### src/rtl/lane_edge_row_scan_assert.svh
// Assertion macros shared by the lane edge row scan RTL.
`ifndef LANE_EDGE_ROW_SCAN_ASSERT_SVH
`define LANE_EDGE_ROW_SCAN_ASSERT_SVH

// Check that cons holds in the same cycle as ante.
`define LERS_ASSERT_IMPL(lbl, clk, rstn, ante, cons) \
    lbl: assert property (@(posedge clk) disable iff (!rstn) (ante) |-> (cons)) \
        else $error("lane edge row scan check failed");

// Check that cons holds in the cycle after ante.
`define LERS_ASSERT_NEXT(lbl, clk, rstn, ante, cons) \
    lbl: assert property (@(posedge clk) disable iff (!rstn) (ante) |=> (cons)) \
        else $error("lane edge row scan check failed");

`endif

### src/rtl/lers_pkg.sv
// Types and constants shared by the lane edge row scan modules.
package lers_pkg;

    localparam int COORD_W = 10;
    localparam int CFG_W_W = 11;
    localparam int CFG_H_W = 11;
    localparam int CFG_T_W = 10;

    localparam logic [CFG_W_W-1:0] RST_IMAGE_WIDTH  = 11'd1024;
    localparam logic [CFG_H_W-1:0] RST_IMAGE_HEIGHT = 11'd1024;
    localparam logic [CFG_T_W-1:0] RST_TOLERANCE    = 10'd16;

    localparam int APB_AW = 4;
    localparam int APB_DW = 32;

    localparam logic [1:0] REG_IMAGE_WIDTH  = 2'd0;
    localparam logic [1:0] REG_IMAGE_HEIGHT = 2'd1;
    localparam logic [1:0] REG_TOLERANCE    = 2'd2;

    localparam logic [1:0] KIND_LEFT  = 2'd0;
    localparam logic [1:0] KIND_RIGHT = 2'd1;
    localparam logic [1:0] KIND_MID   = 2'd2;

    localparam int Q_DEPTH = 8;
    localparam int Q_AW    = $clog2(Q_DEPTH);
    // Slots one row end may need.
    localparam int ROW_ITEMS = 3;

    typedef struct packed {
        logic pixel;
        logic frame_start;
    } t_pix_in;

    typedef struct packed {
        logic [1:0]         kind;
        logic [COORD_W-1:0] x;
        logic [COORD_W-1:0] y;
        logic               last;
    } t_res_out;

    typedef struct packed {
        logic [CFG_W_W-1:0] image_width;
        logic [CFG_H_W-1:0] image_height;
        logic [CFG_T_W-1:0] tolerance;
    } t_cfg;

    // Finished row, handed from the scanner to the result queue.
    typedef struct packed {
        logic               valid;
        logic               has_left;
        logic               has_right;
        logic [COORD_W-1:0] left;
        logic [COORD_W-1:0] right;
        logic [COORD_W-1:0] mid;
        logic [COORD_W-1:0] y;
    } t_row_rec;

endpackage

### src/rtl/lane_edge_row_scan.sv
// Top level of the lane edge row scanner: register port, scanner and result queue.
// Throughput: one pixel transfer per cycle; a pixel that closes a row waits only while
//   the result queue cannot take three more results. Results leave one per cycle
//   while the result stream is ready. The first result of a row is offered once its
//   last pixel transfer has passed the row record register and then the result queue.
// Reset: synchronous, active low; registers return to 1024/1024/16, the scan state to
//   that of a fresh frame, and the result queue empties.
module lane_edge_row_scan #(
    parameter int MAX_WIDTH  = 1024,
    parameter int MAX_HEIGHT = 1024
) (
    input  logic                          i_clk,
    input  logic                          i_rst_n,
    // Pixel stream.
    input  logic                          i_in_valid,
    output logic                          o_in_ready,
    input  lers_pkg::t_pix_in             i_in_data,
    // Result stream.
    output logic                          o_out_valid,
    input  logic                          i_out_ready,
    output lers_pkg::t_res_out            o_out_data,
    // Register port.
    input  logic                          psel,
    input  logic                          penable,
    input  logic                          pwrite,
    input  logic [lers_pkg::APB_AW-1:0]   paddr,
    input  logic [lers_pkg::APB_DW-1:0]   pwdata,
    output logic [lers_pkg::APB_DW-1:0]   prdata,
    output logic                          pready
);
    import lers_pkg::*;

    t_cfg       r_cfg;
    t_row_rec   row_rec;
    logic       room;
    logic [1:0] reg_idx;
    logic       wr_en;

    // Register index is the word address; the access phase completes at once.
    assign reg_idx = paddr[3:2];
    assign wr_en   = psel && penable && pwrite;
    assign pready  = 1'b1;

    always_ff @(posedge i_clk) begin
        if (!i_rst_n) begin
            r_cfg.image_width  <= RST_IMAGE_WIDTH;
            r_cfg.image_height <= RST_IMAGE_HEIGHT;
            r_cfg.tolerance    <= RST_TOLERANCE;
        end else if (wr_en) begin
            case (reg_idx)
                REG_IMAGE_WIDTH:  r_cfg.image_width  <= pwdata[CFG_W_W-1:0];
                REG_IMAGE_HEIGHT: r_cfg.image_height <= pwdata[CFG_H_W-1:0];
                REG_TOLERANCE:    r_cfg.tolerance    <= pwdata[CFG_T_W-1:0];
                default: begin
                    // Drop writes outside the register map.
                end
            endcase
        end
    end

    // Read back the selected register, zero outside the map.
    always_comb begin
        case (reg_idx)
            REG_IMAGE_WIDTH:  prdata = APB_DW'(r_cfg.image_width);
            REG_IMAGE_HEIGHT: prdata = APB_DW'(r_cfg.image_height);
            REG_TOLERANCE:    prdata = APB_DW'(r_cfg.tolerance);
            default:          prdata = '0;
        endcase
    end

    // Scanner: updates edges per pixel and hands a finished row to the queue.
    lers_core #(
        .MAX_WIDTH  (MAX_WIDTH),
        .MAX_HEIGHT (MAX_HEIGHT)
    ) u_core (
        .i_clk   (i_clk),
        .i_rst_n (i_rst_n),
        .i_valid (i_in_valid),
        .o_ready (o_in_ready),
        .i_data  (i_in_data),
        .i_cfg   (r_cfg),
        .i_room  (room),
        .o_rec   (row_rec)
    );

    // Queue: turns each row into a transfer per found edge, plus a midpoint transfer when both are found.
    lers_queue u_queue (
        .i_clk   (i_clk),
        .i_rst_n (i_rst_n),
        .i_rec   (row_rec),
        .o_room  (room),
        .o_valid (o_out_valid),
        .i_ready (i_out_ready),
        .o_data  (o_out_data)
    );

endmodule

### src/rtl/lers_core.sv
// Row scanner: per-pixel edge search and row-end update of the scan state.
module lers_core #(
    parameter int MAX_WIDTH  = 1024,
    parameter int MAX_HEIGHT = 1024
) (
    input  logic              i_clk,
    input  logic              i_rst_n,
    input  logic              i_valid,
    output logic              o_ready,
    input  lers_pkg::t_pix_in i_data,
    input  lers_pkg::t_cfg    i_cfg,
    input  logic              i_room,
    output lers_pkg::t_row_rec o_rec
);
    import lers_pkg::*;

`include "lane_edge_row_scan_assert.svh"

    localparam int CW = $clog2(MAX_WIDTH);
    localparam int HW = $clog2(MAX_HEIGHT + 1);
    localparam int XW = (CW + 1 > CFG_W_W) ? CW + 1 : CFG_W_W;
    localparam int YW = (HW > CFG_H_W) ? HW : CFG_H_W;
    localparam int SW = ((CW > CFG_T_W) ? CW : CFG_T_W) + 1;
    localparam int RST_W = (MAX_WIDTH < int'(RST_IMAGE_WIDTH)) ? MAX_WIDTH
                                                                : int'(RST_IMAGE_WIDTH);
    localparam logic [CW-1:0] RST_RIGHT  = CW'(RST_W - 1);
    localparam logic [CW-1:0] RST_CENTRE = CW'((RST_W - 1) / 2);

    logic [CW-1:0] r_left, n_left, r_right, n_right, r_centre, n_centre;
    logic [CW-1:0] r_lc, n_lc, r_rc, n_rc, r_col, n_col;
    logic          r_fl, n_fl, r_fr, n_fr, r_halt, n_halt;
    logic [HW-1:0] r_rows, n_rows;
    t_row_rec      r_rec, n_rec;

    logic [XW-1:0] w_ext, w_eff;
    logic [YW-1:0] h_ext, h_eff;
    logic [CW-1:0] w_m1;
    logic          acc;

    // Clamp the register values to the usable range.
    always_comb begin
        w_ext = XW'(i_cfg.image_width);
        h_ext = YW'(i_cfg.image_height);
        if (w_ext == '0) begin
            w_eff = XW'(1);
        end else if (w_ext > XW'(MAX_WIDTH)) begin
            w_eff = XW'(MAX_WIDTH);
        end else begin
            w_eff = w_ext;
        end
        if (h_ext == '0) begin
            h_eff = YW'(1);
        end else if (h_ext > YW'(MAX_HEIGHT)) begin
            h_eff = YW'(MAX_HEIGHT);
        end else begin
            h_eff = h_ext;
        end
        w_m1 = CW'(w_eff - XW'(1));
    end

    // Stall only when this pixel may close a row and the queue lacks room.
    assign o_ready = (r_col < w_m1) || i_room;
    assign acc     = i_valid && o_ready;
    assign o_rec   = r_rec;

    logic [CW-1:0] c_left, c_right, c_centre, c_lc, c_rc, c_col;
    logic          c_fl, c_fr, c_halt;
    logic [HW-1:0] c_rows;
    logic [SW-1:0] left_s, right_s, tol_s, wm1_s, col_s, lb, rb, rsum;
    logic          pix, lhit, rhit;
    logic [CW-1:0] e_left, e_right;
    logic [CW:0]   esum;
    logic [HW-1:0] rows_inc;
    logic [YW-1:0] rows_s, y_full;

    always_comb begin
        // Frame start loads the fresh-frame state before the pixel is used.
        if (i_data.frame_start) begin
            c_left   = '0;
            c_right  = w_m1;
            c_centre = w_m1 >> 1;
            c_lc     = '0;
            c_rc     = '0;
            c_fl     = 1'b0;
            c_fr     = 1'b0;
            c_halt   = 1'b0;
            c_col    = '0;
            c_rows   = '0;
        end else begin
            c_left   = r_left;
            c_right  = r_right;
            c_centre = r_centre;
            c_lc     = r_lc;
            c_rc     = r_rc;
            c_fl     = r_fl;
            c_fr     = r_fr;
            c_halt   = r_halt;
            c_col    = r_col;
            c_rows   = r_rows;
        end

        pix     = i_data.pixel;
        left_s  = SW'(c_left);
        right_s = SW'(c_right);
        tol_s   = SW'(i_cfg.tolerance);
        wm1_s   = SW'(w_m1);
        col_s   = SW'(c_col);
        lb      = (left_s > tol_s) ? (left_s - tol_s) : '0;
        rsum    = right_s + tol_s;
        rb      = (rsum > wm1_s) ? wm1_s : rsum;

        lhit = pix && (c_col < c_centre) && (col_s >= lb);
        rhit = pix && (c_col > c_centre) && (col_s <= rb) && !c_fr;

        e_left   = (c_fl || lhit) ? (lhit ? c_col : c_lc) : c_left;
        e_right  = (c_fr || rhit) ? (rhit ? c_col : c_rc) : c_right;
        esum     = {1'b0, e_left} + {1'b0, e_right};
        rows_inc = c_rows + HW'(1);
        rows_s   = YW'(c_rows);
        y_full   = (rows_s < h_eff) ? (h_eff - YW'(1) - rows_s) : '0;

        n_left   = r_left;
        n_right  = r_right;
        n_centre = r_centre;
        n_lc     = r_lc;
        n_rc     = r_rc;
        n_fl     = r_fl;
        n_fr     = r_fr;
        n_halt   = r_halt;
        n_col    = r_col;
        n_rows   = r_rows;
        n_rec    = r_rec;
        n_rec.valid = 1'b0;

        if (acc) begin
            n_left   = c_left;
            n_right  = c_right;
            n_centre = c_centre;
            n_lc     = c_lc;
            n_rc     = c_rc;
            n_fl     = c_fl;
            n_fr     = c_fr;
            n_halt   = c_halt;
            n_col    = c_col;
            n_rows   = c_rows;
            if (!c_halt) begin
                if (pix && (c_col == c_centre)) begin
                    n_halt = 1'b1;
                end else if (c_col < w_m1) begin
                    if (lhit) begin
                        n_lc = c_col;
                        n_fl = 1'b1;
                    end
                    if (rhit) begin
                        n_rc = c_col;
                        n_fr = 1'b1;
                    end
                    n_col = c_col + CW'(1);
                end else begin
                    n_left      = e_left;
                    n_right     = e_right;
                    n_centre    = esum[CW:1];
                    n_rec.valid     = c_fl || lhit || c_fr || rhit;
                    n_rec.has_left  = c_fl || lhit;
                    n_rec.has_right = c_fr || rhit;
                    n_rec.left  = COORD_W'(e_left);
                    n_rec.right = COORD_W'(e_right);
                    n_rec.mid   = COORD_W'(esum[CW:1]);
                    n_rec.y     = y_full[COORD_W-1:0];
                    n_lc   = '0;
                    n_rc   = '0;
                    n_fl   = 1'b0;
                    n_fr   = 1'b0;
                    n_col  = '0;
                    n_rows = rows_inc;
                    n_halt = YW'(rows_inc) >= h_eff;
                end
            end
        end
    end

    always_ff @(posedge i_clk) begin
        if (!i_rst_n) begin
            r_left      <= '0;
            r_right     <= RST_RIGHT;
            r_centre    <= RST_CENTRE;
            r_lc        <= '0;
            r_rc        <= '0;
            r_fl        <= 1'b0;
            r_fr        <= 1'b0;
            r_halt      <= 1'b0;
            r_col       <= '0;
            r_rows      <= '0;
            r_rec.valid <= 1'b0;
        end else begin
            r_left   <= n_left;
            r_right  <= n_right;
            r_centre <= n_centre;
            r_lc     <= n_lc;
            r_rc     <= n_rc;
            r_fl     <= n_fl;
            r_fr     <= n_fr;
            r_halt   <= n_halt;
            r_col    <= n_col;
            r_rows   <= n_rows;
            r_rec.valid <= n_rec.valid;
        end
        r_rec.has_left    <= n_rec.has_left;
        r_rec.has_right   <= n_rec.has_right;
        r_rec.left        <= n_rec.left;
        r_rec.right       <= n_rec.right;
        r_rec.mid         <= n_rec.mid;
        r_rec.y           <= n_rec.y;
    end

    `LERS_ASSERT_NEXT(a_halt_holds, i_clk, i_rst_n, r_halt && !(acc && i_data.frame_start), r_halt)
    `LERS_ASSERT_IMPL(a_rec_has_edge, i_clk, i_rst_n, r_rec.valid, r_rec.has_left || r_rec.has_right)

endmodule

### src/rtl/lers_queue.sv
// Result queue: splits a finished row into result transfers and buffers them.
module lers_queue (
    input  logic               i_clk,
    input  logic               i_rst_n,
    input  lers_pkg::t_row_rec i_rec,
    output logic               o_room,
    output logic               o_valid,
    input  logic               i_ready,
    output lers_pkg::t_res_out o_data
);
    import lers_pkg::*;

`include "lane_edge_row_scan_assert.svh"

    localparam int QCW = Q_AW + 2;

    t_res_out          r_mem [Q_DEPTH];
    logic [Q_AW-1:0]   r_wr, n_wr, r_rd, n_rd;
    logic [QCW-1:0]    r_count, n_count;
    logic [QCW-1:0]    fill_next;
    logic [1:0]        push_n;
    logic              both, pop;
    t_res_out          items [ROW_ITEMS];

    always_comb begin
        both   = i_rec.has_left && i_rec.has_right;
        push_n = i_rec.valid ? (2'(i_rec.has_left) + 2'(i_rec.has_right) + 2'(both))
                             : 2'd0;

        items[0].kind = i_rec.has_left ? KIND_LEFT : KIND_RIGHT;
        items[0].x    = i_rec.has_left ? i_rec.left : i_rec.right;
        items[0].y    = i_rec.y;
        items[0].last = !both;
        items[1].kind = KIND_RIGHT;
        items[1].x    = i_rec.right;
        items[1].y    = i_rec.y;
        items[1].last = 1'b0;
        items[2].kind = KIND_MID;
        items[2].x    = i_rec.mid;
        items[2].y    = i_rec.y;
        items[2].last = 1'b1;
    end

    // Room for a whole row on top of what is queued and in flight.
    assign fill_next = r_count + QCW'(push_n);
    assign o_room  = fill_next <= QCW'(Q_DEPTH - ROW_ITEMS);
    assign o_valid = (r_count != '0);
    assign o_data  = r_mem[r_rd];
    assign pop     = o_valid && i_ready;

    always_comb begin
        n_wr    = r_wr + Q_AW'(push_n);
        n_rd    = pop ? r_rd + Q_AW'(1) : r_rd;
        n_count = r_count + QCW'(push_n) - QCW'(pop);
    end

    always_ff @(posedge i_clk) begin
        if (!i_rst_n) begin
            r_wr    <= '0;
            r_rd    <= '0;
            r_count <= '0;
        end else begin
            r_wr    <= n_wr;
            r_rd    <= n_rd;
            r_count <= n_count;
        end
        for (int k = 0; k < ROW_ITEMS; k++) begin
            if (k < int'(push_n)) begin
                r_mem[r_wr + Q_AW'(k)] <= items[k];
            end
        end
    end

    `LERS_ASSERT_IMPL(a_q_no_overflow, i_clk, i_rst_n, i_rec.valid, fill_next <= QCW'(Q_DEPTH))
    `LERS_ASSERT_NEXT(a_q_stall_keeps, i_clk, i_rst_n, o_valid && !i_ready, r_count >= $past(r_count))

endmodule
### config.mk
export PLATFORM = sky130hd
export DESIGN_NAME = lane_edge_row_scan
export DESIGN_NICKNAME = d
export VERILOG_FILES = /design/src/rtl/lers_pkg.sv /design/src/rtl/lane_edge_row_scan.sv /design/src/rtl/lers_core.sv /design/src/rtl/lers_queue.sv
export VERILOG_INCLUDE_DIRS = /design/src /design/src/rtl
export SDC_FILE = /design/constraint.sdc
export NUM_CORES = 1
export LEC_CHECK = 0
export ABC_AREA = 1
export BUFFER_PORTS_ARGS = -buffer_cell sky130_fd_sc_hd__buf_2
export CAP_MARGIN = 40
export CORE_ASPECT_RATIO = 1.75
export CORE_MARGIN = 1.5
export CORE_UTILIZATION = 58
export CTS_BUF_LIST = sky130_fd_sc_hd__clkbuf_2 sky130_fd_sc_hd__clkbuf_4 sky130_fd_sc_hd__clkbuf_8
export DETAILED_ROUTE_END_ITERATION = 7
export PLACE_DENSITY = 0.85
export SYNTH_ARGS = -nofsm -noshare
export SYNTH_HDL_FRONTEND = slang
export SYNTH_SLANG_ARGS = --single-unit
### constraint.sdc
create_clock -name i_clk -period 8.9 [get_ports i_clk]
set_input_delay 1.78 -clock i_clk [delete_from_list [all_inputs] [get_ports i_clk]]
set_output_delay 1.78 -clock i_clk [all_outputs]
set_load 0.01 [all_outputs]
==> summary.md <==
| Metric | Value |
|---|---|
| Outcome | complete, no violations |
| Htree depth | 2 |
| Via count | 19451 |
| I/O Buffers | 57 |
| Pleak | 0.00987 uW |
| Crit path top cell by count | nand2_1 |
| TritonCTS buffer count | 46 |
| Share of cells above drive strength 1 | 0.107 |
| Post-Syn Instances | 2628 |
| R2R depth | 58 |
| Antenna viol nets, final | 0 |
| Die width | 147 um |
| Arr. time, crit path | 8.67 ns |
| Vias in the first global route | 19138 |
| Max-capacitance violation count | 0 |
| Placed wire-length estimate | 44100 um |
| Wire length per cell | 19.5 um |
| Rows | 92 |
| TritonCTS clock tree | done |
| Clk root buf | clkbuf_8 |
| Clock insertion delay at the later pin of the skew report | 0.61 ns |
| Die Y | 255 um |
| Number of I/O pins | 103 |
| Avg Cell Area, Syn | 8.00 um^2 |
| Peak supply drop | 0.146 mV |
| Post-synthesis sequential area ratio | 0.427 |
| Max Fclk | 0.122 GHz |
| DR pass1 iterations | 8 |
| Register area | 0.00897 mm^2 |
| Filler cell count | 3000 |
| Post-synth EDFFs | 202 |
| Final period util | 0.924 |
| Asr flop ratio synth | 0 |
| Hold_ws | 0.464 ns |
| Post-synth top cells | 394 x nand2_1, 377 x o21ai_0, 320 x nor2_1, 242 x inv_1, 205 x a21oi_1 |
| Final setup viols | 0 |
| Flop2flop setup slack | 0.68 ns |
| Initial antenna violation count | 2 |
| Drc violations | 0 |
| Worst r2r src | r_cfg[28] |
| Yosys top cell by area | edfxtp_1 |
| CP max-delay cell | ha_1 |
| Top FF cell, synth | edfxtp_1 |
| Relative slew slack | 0.365 |
| TritonCTS Sinks | 347 |
| Via density | 6.12 |
| Die area | 0.0374 mm^2 |
| Worst Max-Slew Pin Slew | 0.952 ns |
| Remaining global-route overflow | 0 |
| Distinct cells, synth | 59 |
| Pwr per Cell Area | 191 mW/mm^2 |
| Initial Util | 0.585 |
| Critical path destination | u_core.r_centre[7] |
| CP startpoint kind | register |
| Clock Skew | 0.0353 ns |
| Layout area overhead | 9.60% |
| Worst min path class | register to register |
| Slew Viols, Final | 0 |
| Multi-input logic area | 0.0105 mm^2 |
| Crit path max fanout | 20 |
| Main area contributors after synthesis | edfxtp_1 29%, dfxtp_1 14%, o21ai_0 9.0%, ha_1 7.7%, nand2_1 7.0% |
| Yosys top cell area share | 0.289 |
| First-pass GRT wire length | 96800 um |
| Minimum clock period | 8.22 ns |
| Ys Warns | 0 |
| Count leader, synth | nand2_1 |
| Largest stage delay on the critical path | 0.33 ns |
| Netlist Area Pre-Place | 0.0210 mm^2 |
| Starting DRT DRC Count | 2080 |
| Core area | 0.0359 mm^2 |
| Largest net degree at the start of global routing | 96 |
| Clk buf depth | 3 |
| Final Hold Vio Count | 0 |
| CP endpoint kind | register |
| Finished Core Util | 0.642 |
| Total Routed Length | 62000 um |
| Worst path required time | 9.35 ns |
| GPL Wtd Cong | 0.973 |
| GRT Total Usage | 0.330 |
| Critical R2R Capture | u_core.r_centre[7] |
| Clk slew on worst S/H paths | 0.07 ns |
| Fin worst setup slack | 0.679 ns |
| Pre-CTS setup slack | 0.0860 ns |
| Final #Nets | 2852 |
| Critical path class | register to register |
| CP Launch Point | r_cfg[28] |
| Yosys reg bits | 347 |
==> placed cells by master, fill, tap and decap left out, types with 25 or more instances in the layout <==
master    Yosys  layout
nand2_1     394     393
o21ai_1      24      27
o211ai_1     93      93
buf_4        24      76
ha_1        129     128
xor2_1       26      25
buf_2         9      57
nor2_1      320     319
a31oi_1      52      52
edfxtp_1    202     202
inv_1       242     241
dfxtp_1     145     144
a21oi_1     205     204
o21ai_0     377     373
nand3_1      62      61
clkbuf_8      0      54
==> report_power, final <==
part           leakage (uW)  internal, uW  switching [uW]
logic               0.00632           451             859
clock network      0.000531           688             609
registers           0.00301          1740            47.5
total               0.00987          2880            1520
==> registers in the layout, summed over array words and instances, names as in the netlist, 5 cells and up, named ones only <==
name and flops:
u_core.r_right 10, u_queue.r_count 5, u_core.o_rec 43, u_core.r_lc 10
u_core.r_left 10, u_queue.r_mem 184, u_core.r_rc 10, r_cfg 32
u_core.r_rows 11, u_core.r_centre 10, u_core.r_col 10
==> worst min-delay path by stage <==
stage                         startpoint                   end  slack, ns  depth (start not counted)
finish              u_queue.r_mem[7][22]  u_queue.r_mem[7][22]       0.46                          2
global route        u_queue.r_mem[3][22]  u_queue.r_mem[3][22]       0.48                          2
CTS                 u_queue.r_mem[7][22]  u_queue.r_mem[7][22]       0.45                          2
detailed placement  u_queue.r_mem[7][22]  u_queue.r_mem[7][22]       0.43                          2
global placement    u_queue.r_mem[7][22]  u_queue.r_mem[7][22]       0.42                          2
floorplan           u_queue.r_mem[0][22]  u_queue.r_mem[0][22]       0.41                          2
==> per-layer routing <==
metal / share of wire / routed length (um) / global-route usage
met1: 0.33 / 20400 / 0.329
met2: 0.51 / 31400 / 0.604
met3: 0.078 / 4840 / 0.0488
met4: 0.086 / 5360 / 0.274
met5: 0 / 0 / 0
==> area by class of cell <==
type                            count  area share
Sequential cell                   347       0.389
Tap cell                          470      0.0255
Inverter                          255      0.0415
Clock buffer                       64      0.0355
Timing Repair Buffer              141      0.0458
Multi-Input combinational cell   1881       0.454
Clock inverter                     19     0.00793
Antenna cell                        2    0.000217
==> logic make-up after synthesis <==
group / synth area share
other cells: 0.000357
xor+xnor: 0.0168
simple gates: 0.167
buf+inv: 0.0833
flops: 0.427
mux: 0.00476
compound gates: 0.219
fa+ha+maj: 0.0825
==> critical path: cells and delay by family, from the launching register on <==
kind / cells / cell delay [ns]
compound gates: 17 / 2.25
simple gates: 20 / 1.89
buf+inv: 13 / 1.74
fa+ha+maj: 5 / 1.51
xor+xnor: 3 / 0.39
flops: 1 / 0.31
==> metrics by stage <==
stage	power (uW)	TNS (ns)	area (um^2)	cells
4_1_cts	4370	0	23000	3175
6_report	4400	0	23000	3179
3_3_place_gp	3040	0	21800	3084
3_5_place_dp	3090	0	22000	3092
2_1_floorplan	2680	0	21100	2648
5_1_grt	4610	-0.0803	23000	3179
==> timing repair <==
item                       CTS  global route
hold endpoints to repair     0             0
setup endpoints to repair    0            12
setup buffers                0             2
resized for setup            0            15
hold buffers                 0             0
No activity file was read; power rests on OpenSTA's default activity.
